==> src/rtl/core/qsl_pkg.sv <==
// types, constants and helper functions shared by the quoted string lexer
// no dependencies

package qsl_pkg;

    localparam int CHAR_W  = 8;
    localparam int QBYTES  = 4;
    localparam int CNT_W   = 3;
    localparam int CFG_IDX_W = 3;

    localparam logic [CFG_IDX_W-1:0] CFG_OPEN_BYTES  = 3'd0;
    localparam logic [CFG_IDX_W-1:0] CFG_OPEN_LEN    = 3'd1;
    localparam logic [CFG_IDX_W-1:0] CFG_CLOSE_BYTES = 3'd2;
    localparam logic [CFG_IDX_W-1:0] CFG_CLOSE_LEN   = 3'd3;
    localparam logic [CFG_IDX_W-1:0] CFG_ESCAPE      = 3'd4;

    localparam logic [31:0]       RST_OPEN_BYTES  = 32'd34;
    localparam logic [CNT_W-1:0]  RST_OPEN_LEN    = 3'd1;
    localparam logic [31:0]       RST_CLOSE_BYTES = 32'd34;
    localparam logic [CNT_W-1:0]  RST_CLOSE_LEN   = 3'd1;
    localparam logic [CHAR_W-1:0] RST_ESCAPE      = 8'd92;

    localparam logic [CHAR_W-1:0] CH_N   = 8'h6e;
    localparam logic [CHAR_W-1:0] CH_R   = 8'h72;
    localparam logic [CHAR_W-1:0] CH_B   = 8'h62;
    localparam logic [CHAR_W-1:0] CH_T   = 8'h74;
    localparam logic [CHAR_W-1:0] CH_A   = 8'h61;
    localparam logic [CHAR_W-1:0] CH_LF  = 8'h0a;
    localparam logic [CHAR_W-1:0] CH_CR  = 8'h0d;
    localparam logic [CHAR_W-1:0] CH_BS  = 8'h08;
    localparam logic [CHAR_W-1:0] CH_HT  = 8'h09;
    localparam logic [CHAR_W-1:0] CH_BEL = 8'h07;

    typedef struct packed {
        logic              restart;
        logic              is_esc;
        logic [CHAR_W-1:0] ch;
        logic [CHAR_W-1:0] xlat;
    } t_item;

    typedef struct packed {
        logic              accepted;
        logic              content_valid;
        logic [CHAR_W-1:0] content_char;
        logic              closed;
    } t_result;

    typedef struct packed {
        logic [31:0]      open_bytes;
        logic [CNT_W-1:0] open_len;
        logic [31:0]      close_bytes;
        logic [CNT_W-1:0] close_len;
    } t_quote_cfg;

    function automatic logic [CHAR_W-1:0] translate(input logic [CHAR_W-1:0] c);
        logic [CHAR_W-1:0] r;
        case (c)
            CH_N:    r = CH_LF;
            CH_R:    r = CH_CR;
            CH_B:    r = CH_BS;
            CH_T:    r = CH_HT;
            CH_A:    r = CH_BEL;
            default: r = c;
        endcase
        return r;
    endfunction

    // index beyond the packed word reads as zero
    function automatic logic [CHAR_W-1:0] quote_byte(input logic [31:0] p,
                                                     input logic [CNT_W-1:0] idx);
        logic [CHAR_W-1:0] r;
        if (idx[2]) begin
            r = '0;
        end else begin
            r = p[{idx[1:0], 3'b000} +: CHAR_W];
        end
        return r;
    endfunction

endpackage

==> src/rtl/core/qsl_front.sv <==
// front end: classifies each incoming character and pushes it into the queue
// depends on qsl_pkg

module qsl_front (
    input  logic                      i_valid,
    input  logic                      i_restart,
    input  logic [qsl_pkg::CHAR_W-1:0] i_char_in,
    input  logic [qsl_pkg::CHAR_W-1:0] i_escape_char,
    input  logic                      i_q_full,
    output logic                      o_stall,
    output logic                      o_push,
    output qsl_pkg::t_item            o_item
);

    assign o_stall = i_q_full;
    assign o_push  = i_valid && !i_q_full;

    always_comb begin
        o_item.restart = i_restart;
        o_item.is_esc  = (i_escape_char != '0) && (i_char_in == i_escape_char);
        o_item.ch      = i_char_in;
        o_item.xlat    = qsl_pkg::translate(i_char_in);
    end

endmodule

==> src/rtl/core/qsl_queue.sv <==
// two-word queue between front and back ends
// depends on qsl_pkg

module qsl_queue (
    input  logic           i_clk,
    input  logic           i_rst_n,
    input  logic           i_push,
    input  qsl_pkg::t_item i_item,
    input  logic           i_pop,
    output logic           o_full,
    output logic           o_valid,
    output qsl_pkg::t_item o_item
);

    qsl_pkg::t_item r_mem [2];
    logic           r_wptr, n_wptr;
    logic           r_rptr, n_rptr;
    logic [1:0]     r_cnt, n_cnt;

    assign o_full  = r_cnt[1];
    assign o_valid = r_cnt != 2'd0;
    assign o_item  = r_mem[r_rptr];

    always_comb begin
        n_wptr = i_push ? !r_wptr : r_wptr;
        n_rptr = i_pop  ? !r_rptr : r_rptr;
        n_cnt  = r_cnt + {1'b0, i_push} - {1'b0, i_pop};
    end

    always_ff @(posedge i_clk) begin
        if (!i_rst_n) begin
            r_wptr <= 1'b0;
            r_rptr <= 1'b0;
            r_cnt  <= 2'd0;
        end else begin
            r_wptr <= n_wptr;
            r_rptr <= n_rptr;
            r_cnt  <= n_cnt;
        end
    end

    always_ff @(posedge i_clk) begin
        if (i_push) begin
            r_mem[r_wptr] <= i_item;
        end
    end

endmodule

==> src/rtl/core/qsl_back.sv <==
// back end: quote matching state, escape handling and the output register
// depends on qsl_pkg

module qsl_back #(
    parameter int QUOTE_MAX_LEN = 4
) (
    input  logic               i_clk,
    input  logic               i_rst_n,
    input  qsl_pkg::t_quote_cfg i_cfg,
    input  logic               i_q_valid,
    input  qsl_pkg::t_item     i_item,
    output logic               o_pop,
    input  logic               i_stall,
    output logic               o_valid,
    output qsl_pkg::t_result   o_result
);

    localparam logic [qsl_pkg::CNT_W:0] MAX_LEN = (qsl_pkg::CNT_W+1)'(QUOTE_MAX_LEN);

    logic [qsl_pkg::CNT_W-1:0] r_om, n_om;
    logic [qsl_pkg::CNT_W-1:0] r_cm, n_cm;
    logic                      r_ep, n_ep;
    logic                      r_out_vld;
    qsl_pkg::t_result          r_out, n_out;

    logic [qsl_pkg::CNT_W-1:0] olen, clen, om, cm;
    logic                      ep, open_done;

    assign o_pop    = i_q_valid && (!r_out_vld || !i_stall);
    assign o_valid  = r_out_vld;
    assign o_result = r_out;

    always_comb begin
        olen = ({1'b0, i_cfg.open_len} > MAX_LEN) ? MAX_LEN[qsl_pkg::CNT_W-1:0]
                                                  : i_cfg.open_len;
        clen = ({1'b0, i_cfg.close_len} > MAX_LEN) ? MAX_LEN[qsl_pkg::CNT_W-1:0]
                                                   : i_cfg.close_len;
        om = i_item.restart ? '0 : r_om;
        cm = i_item.restart ? '0 : r_cm;
        ep = i_item.restart ? 1'b0 : r_ep;
        open_done = (om == olen);

        n_om = om;
        n_cm = cm;
        n_ep = ep;
        n_out.accepted      = 1'b0;
        n_out.content_valid = 1'b0;
        n_out.content_char  = '0;

        if (i_item.is_esc && !ep) begin
            if (open_done && cm == '0) begin
                n_ep = 1'b1;
                n_out.accepted = 1'b1;
            end
        end else if (!open_done) begin
            if (om < olen && i_item.ch == qsl_pkg::quote_byte(i_cfg.open_bytes, om)) begin
                n_om = om + 1'b1;
                n_out.accepted = 1'b1;
            end
        end else if (cm != clen) begin
            n_out.accepted = 1'b1;
            if (ep) begin
                n_out.content_valid = 1'b1;
                n_out.content_char  = i_item.xlat;
                n_ep = 1'b0;
            end else if (cm < clen &&
                         i_item.ch == qsl_pkg::quote_byte(i_cfg.close_bytes, cm)) begin
                n_cm = cm + 1'b1;
            end else begin
                n_out.content_valid = 1'b1;
                n_out.content_char  = i_item.ch;
            end
        end

        n_out.closed = (n_om == olen) && (n_cm == clen);
    end

    always_ff @(posedge i_clk) begin
        if (!i_rst_n) begin
            r_om      <= '0;
            r_cm      <= '0;
            r_ep      <= 1'b0;
            r_out_vld <= 1'b0;
        end else begin
            if (o_pop) begin
                r_om <= n_om;
                r_cm <= n_cm;
                r_ep <= n_ep;
            end
            if (o_pop) begin
                r_out_vld <= 1'b1;
            end else if (!i_stall) begin
                r_out_vld <= 1'b0;
            end
        end
    end

    always_ff @(posedge i_clk) begin
        if (o_pop) begin
            r_out <= n_out;
        end
    end

    a_pop_loads: assert property (@(posedge i_clk) disable iff (!i_rst_n)
        o_pop |=> r_out_vld)
        else $error("popped word did not reach output register");

    a_emit_accepted: assert property (@(posedge i_clk) disable iff (!i_rst_n)
        r_out_vld && r_out.content_valid |-> r_out.accepted)
        else $error("content emitted for rejected character");

    a_char_zero: assert property (@(posedge i_clk) disable iff (!i_rst_n)
        r_out_vld && !r_out.content_valid |-> r_out.content_char == '0)
        else $error("content char not cleared");

    a_no_pop_stalled: assert property (@(posedge i_clk) disable iff (!i_rst_n)
        r_out_vld && i_stall |-> !o_pop)
        else $error("output overwritten while stalled");

endmodule

==> src/rtl/core/quoted_string_lexer.sv <==
// top level of the quoted string lexer: configuration registers and wiring
// depends on qsl_pkg, qsl_front, qsl_queue, qsl_back

// Takes one character per word and returns one result word per character, at a
// sustained rate of one word per clock while i_stall is low. Each word passes from
// input accept through the two-word queue and then the output register to result
// valid; the back end's update of its match counters and escape flag sets the rate.
// Configuration writes are always ready and must be made only while idle.
module quoted_string_lexer #(
    parameter int QUOTE_MAX_LEN = 4
) (
    input  logic                          i_clk,
    input  logic                          i_rst_n,
    input  logic                          i_valid,
    output logic                          o_stall,
    input  logic                          i_restart,
    input  logic [qsl_pkg::CHAR_W-1:0]    i_char_in,
    output logic                          o_valid,
    input  logic                          i_stall,
    output logic                          o_accepted,
    output logic                          o_content_valid,
    output logic [qsl_pkg::CHAR_W-1:0]    o_content_char,
    output logic                          o_closed,
    input  logic                          i_cfg_valid,
    output logic                          o_cfg_ready,
    input  logic [qsl_pkg::CFG_IDX_W-1:0] i_cfg_index,
    input  logic [31:0]                   i_cfg_data
);

    qsl_pkg::t_quote_cfg        r_qcfg;
    logic [qsl_pkg::CHAR_W-1:0] r_escape;

    logic             q_full, q_push, q_valid, q_pop;
    qsl_pkg::t_item   f_item, q_item;
    qsl_pkg::t_result res;

    assign o_cfg_ready = 1'b1;

    always_ff @(posedge i_clk) begin
        if (!i_rst_n) begin
            r_qcfg.open_bytes  <= qsl_pkg::RST_OPEN_BYTES;
            r_qcfg.open_len    <= qsl_pkg::RST_OPEN_LEN;
            r_qcfg.close_bytes <= qsl_pkg::RST_CLOSE_BYTES;
            r_qcfg.close_len   <= qsl_pkg::RST_CLOSE_LEN;
            r_escape           <= qsl_pkg::RST_ESCAPE;
        end else if (i_cfg_valid) begin
            case (i_cfg_index)
                qsl_pkg::CFG_OPEN_BYTES:  r_qcfg.open_bytes  <= i_cfg_data;
                qsl_pkg::CFG_OPEN_LEN:    r_qcfg.open_len    <= i_cfg_data[2:0];
                qsl_pkg::CFG_CLOSE_BYTES: r_qcfg.close_bytes <= i_cfg_data;
                qsl_pkg::CFG_CLOSE_LEN:   r_qcfg.close_len   <= i_cfg_data[2:0];
                qsl_pkg::CFG_ESCAPE:      r_escape           <= i_cfg_data[7:0];
                default: ;
            endcase
        end
    end

    qsl_front u_front (
        .i_valid       (i_valid),
        .i_restart     (i_restart),
        .i_char_in     (i_char_in),
        .i_escape_char (r_escape),
        .i_q_full      (q_full),
        .o_stall       (o_stall),
        .o_push        (q_push),
        .o_item        (f_item)
    );

    qsl_queue u_queue (
        .i_clk   (i_clk),
        .i_rst_n (i_rst_n),
        .i_push  (q_push),
        .i_item  (f_item),
        .i_pop   (q_pop),
        .o_full  (q_full),
        .o_valid (q_valid),
        .o_item  (q_item)
    );

    qsl_back #(
        .QUOTE_MAX_LEN (QUOTE_MAX_LEN)
    ) u_back (
        .i_clk     (i_clk),
        .i_rst_n   (i_rst_n),
        .i_cfg     (r_qcfg),
        .i_q_valid (q_valid),
        .i_item    (q_item),
        .o_pop     (q_pop),
        .i_stall   (i_stall),
        .o_valid   (o_valid),
        .o_result  (res)
    );

    assign o_accepted      = res.accepted;
    assign o_content_valid = res.content_valid;
    assign o_content_char  = res.content_char;
    assign o_closed        = res.closed;

endmodule
==> config.mk <==
export PLATFORM = sky130hd
export DESIGN_NAME = quoted_string_lexer
export DESIGN_NICKNAME = d
export VERILOG_FILES = /design/src/rtl/core/qsl_pkg.sv /design/src/rtl/core/qsl_front.sv /design/src/rtl/core/qsl_queue.sv /design/src/rtl/core/qsl_back.sv /design/src/rtl/core/quoted_string_lexer.sv
export SDC_FILE = /design/constraint.sdc
export NUM_CORES = 1
export LEC_CHECK = 0
export BUFFER_PORTS_ARGS = -buffer_cell sky130_fd_sc_hd__buf_2
export CAP_MARGIN = 20
export CORE_MARGIN = 3
export CORE_UTILIZATION = 30
export CTS_BUF_LIST = sky130_fd_sc_hd__clkbuf_2
export DETAILED_ROUTE_END_ITERATION = 7
export GPL_ROUTABILITY_DRIVEN = 0
export GPL_TIMING_DRIVEN = 0
export PLACE_DENSITY = 0.53
export SLEW_MARGIN = 40
export SYNTH_ARGS = -nofsm -noshare
export SYNTH_HDL_FRONTEND = slang
export SYNTH_SLANG_ARGS = --single-unit
==> constraint.sdc <==
create_clock -name i_clk -period 3.3 [get_ports i_clk]
set_input_delay 0.66 -clock i_clk [delete_from_list [all_inputs] [get_ports i_clk]]
set_output_delay 0.66 -clock i_clk [all_outputs]
set_load 0.1 [all_outputs]
==> key figures <==
Floorplan
  • Die Y-Extent: 159 um
  • Row cnt: 55
  • Core ar.: 0.0228 mm2
  • Initial Util: 30.8%
  • Die X-Extent: 159 um
  • IO Pins: 63
  • Total die area: 0.0253 mm2

STA
  • Fin crit period: 3260 ps
  • Worst-margin pin slew: 793 ps
  • Max_slew headroom: a little under half
  • Fmax: 306 MHz
  • Max Slew Vio Count: 0
  • Clock skew: between 30 and 40 ps
  • Setup violators final: 0
  • Tcrit/Tclk final: 98.9%
  • WHS: 135 ps
  • Final WS setup: 36.9 ps
  • Fin. Hold Viols: 0
  • RSZ-0062 raised after global routing: yes
  • TNS Setup: 0 ps

Synthesis
  • Async SR Flop Fraction: 0%
  • Mapped Cells: between 800 and 900
  • Seq cells post-synth: 138
  • Sequential share of the synthesized area: 46.1%
  • Post-synth EDFFs: 47
  • Synth Warn #: 0
  • Yosys cell types: 68
  • Syn_nets: 868
  • Commonest register cell after synthesis: dfxtp_1
  • Syn Area/Cell: 8.68 um2
  • Mapped Area: 0.00701 mm2

Clock network
  • Clock Latency Late Sink: about 700 ps
  • Worst-path clk slew: ~200 ps
  • CTS buffer count: 17
  • H-tree depth: 4
  • CTS tree: done
  • Clock Path Buffers: 2
  • Cell chosen for the clock root: clkbuf_2
  • CTS Hold Bufs: 0
  • CTS Sinks: 138

Setup path
  • Critical path type: reg2reg
  • Setup crit start kind: flip-flop
  • WP buf/inv: 2
  • Reg-to-reg slack, setup: 40 ps
  • Critical Path End: u_back.o_result[0]$_DFFE_PP_
  • CP max FO: 6
  • Crit-path max cell delay: 530 ps
  • Worst-path cell chain: mux2i_4 > buf_6 > buf_4 > o221ai_1 > or4_1 > o21a_1 > a2111oi_4 > nor3_1 > a211o_1 > and4_1
  • Crit path required time: 3800 ps
  • Critical path capture point type: flip-flop
  • Setup crit start: u_queue.r_mem[0][17]$_DFFE_PP_
  • Largest delay share family, worst path: compound AO/OA/AOI/OAI gates
  • Slowest CP cell: or4_1
  • Critical path depth: 10
  • Register-to-Register Path Depth: 10
  • Reg2Reg Launch Point: u_queue.r_mem[0][17]$_DFFE_PP_
  • R2r endpoint: u_back.o_result[0]$_DFFE_PP_
  • Data arrival time of the critical path: ~3800 ps

Layout
  • Final core utilization: 36.3%
  • Layout cell share with drive strength beyond 1: 19.5%
  • Syn-to-layout area delta: 18.0%
  • Nets@finish: just under 1k

Route
  • Avg Vias per Cell: 5.08
  • DRT Pass-1 Iters: 5
  • Antenna-violating nets left: 0
  • Via count: 6238
  • Drt total wl: 22400 um
  • Initial DRC count: 544
  • Residual DRC count: 0
  • Routed WL per cell: between 15 and 20 um

Placed design
  • HPWL Detailed: 16600 um
  • Dpl ws: -707 ps
  • Port bufs: 61

Global routing
  • Global-route wire length before repair: 34100 um
  • Initial antenna violation count: 1
  • Grt ovf: 0
  • Largest net degree at the start of global routing: 21
  • Vias in the first global route: 5858
  • GRT Util Overall: 17.4%

Min path
  • Worst Hold Path Cells: 1
  • HP Class: in2reg

Flow run
  • # Max-Cap Violations: 0

Power
  • VDD IR max: 0.542 mV
  • PwrDens: 556 mW/mm2
  • Pleak: between 2 and 3 nW

Outcome
  • Status: finished, final reports clean
==> final cells by class <==
class,instances,area [um2]
multi-input combinational,596,3630
buffer,49,249
inverter,21,86.3
fill,2409,14500
clock buffer,18,90.1
tap,313,392
timing repair buffer,78,444
clock inverter,14,146
sequential,138,3230
antenna,1,2.50
==> sequential cells by signal, summed over array words and instances (netlist names), named ones only <==
name             count
u_back.r_om          3
u_back.r_cm          3
u_queue.r_rptr       1
r_escape             8
r_qcfg              70
u_queue.r_cnt        2
u_queue.r_mem       36
u_back.o_valid       1
u_back.o_result     11
u_back.r_ep          1
u_queue.r_wptr       1
==> cell families after synthesis <==
logic type | share of synthesized area, %
simple gates | 21.0
compound gates | 16.5
flops | 46.1
buf+inv | 4.37
mux | 7.17
xor+xnor | 2.87
fa+ha+maj | 1.96
other cells | 0.0535
==> worst min path at each step <==
| stage | startpoint | end | slack (ps) |
|---|---|---|---|
| 6_report | i_restart | u_queue.r_mem[0][17]$_DFFE_PP_ | 140 |
| 5_1_grt | i_restart | u_queue.r_mem[0][17]$_DFFE_PP_ | 40 |
| 4_1_cts | i_restart | u_queue.r_mem[0][17]$_DFFE_PP_ | 50 |
| 3_5_place_dp | r_qcfg[34]$_SDFFE_PN0P_ | r_qcfg[34]$_SDFFE_PN0P_ | 440 |
| 3_3_place_gp | r_qcfg[34]$_SDFFE_PN0P_ | r_qcfg[34]$_SDFFE_PN0P_ | 440 |
| 2_1_floorplan | r_qcfg[65]$_SDFFE_PN0P_ | r_qcfg[65]$_SDFFE_PN0P_ | 430 |
==> stage by stage <==
stage | area [um2] | total power [mW] | cells
floorplan | 7060 | 3.14 | 808
global placement | 7760 | 3.53 | 1182
detailed placement | 7780 | 3.55 | 1183
CTS | 8200 | 4.62 | 1226
global route | 8280 | 4.83 | 1228
finish | 8280 | 4.61 | 1228
==> metal layers <==
| metal | global-route usage, % | vias to the layer above | part of all wire (%) |
|---|---|---|---|
| met5 | 0 | - | 0 |
| met4 | 6.05 | 0 | 2.5 |
| met3 | 3.37 | 28 | 4.7 |
| met2 | 26.9 | 182 | 45 |
| met1 | 24.6 | 3001 | 48 |
| li1 | - | 3027 | - |
==> what timing repair did <==
item,4_1_cts,5_1_grt
gates resized for setup,28,23
endpoints found under the hold margin,0,0
buffers inserted,14,2
pin swaps,8,6
setup endpoints to repair,9,16
==> power breakdown <==
part,internal [mW],leakage (nW),switching [mW]
Clock,0.349,0.129,0.651
Sequential,1.95,1.18,0.0663
Combinational,0.443,1.59,1.15
Total,2.74,2.90,1.87
==> synth_stat cells (3+ instances only) <==
cell type | n | area (um2)
a211o_1 | 3 | 26.3
a21oi_1 | 89 | 445
a22oi_1 | 5 | 37.5
a31oi_1 | 18 | 113
and2_1 | 10 | 62.6
and3_1 | 3 | 18.8
buf_2 | 8 | 40.0
clkbuf_1 | 40 | 150
dfxtp_1 | 91 | 1820
edfxtp_1 | 47 | 1410
ha_1 | 11 | 138
inv_1 | 19 | 71.3
mux2_2 | 11 | 124
mux2i_1 | 35 | 350
nand2_1 | 174 | 653
nand2b_1 | 8 | 50.1
nand3_1 | 23 | 115
nand3b_1 | 4 | 30.0
nand4_1 | 9 | 56.3
nor2_1 | 57 | 214
nor2b_1 | 17 | 106
nor3_1 | 10 | 50.1
nor3b_1 | 4 | 30.0
o2111ai_1 | 5 | 43.8
o211ai_1 | 6 | 45.0
o21a_1 | 3 | 22.5
o21ai_0 | 20 | 100
o21ai_1 | 4 | 20.0
o221ai_1 | 3 | 26.3
xnor2_1 | 18 | 158
xor2_1 | 5 | 43.8
==> cell usage in the layout, fill, tap and decap left out, types with 11 or more instances in the layout <==
cell type	Yosys	layout
a21oi_1	89	87
a31oi_1	18	18
buf_2	8	65
buf_4	1	18
clkbuf_1	40	32
clkbuf_2	0	21
dfxtp_1	91	90
edfxtp_1	47	47
inv_1	19	16
mux2_2	11	11
mux2i_1	35	32
nand2_1	174	171
nand3_1	23	20
nor2_1	57	57
nor2b_1	17	15
o21ai_0	20	18
xnor2_1	18	18
No activity file was read; power rests on OpenSTA's default activity.
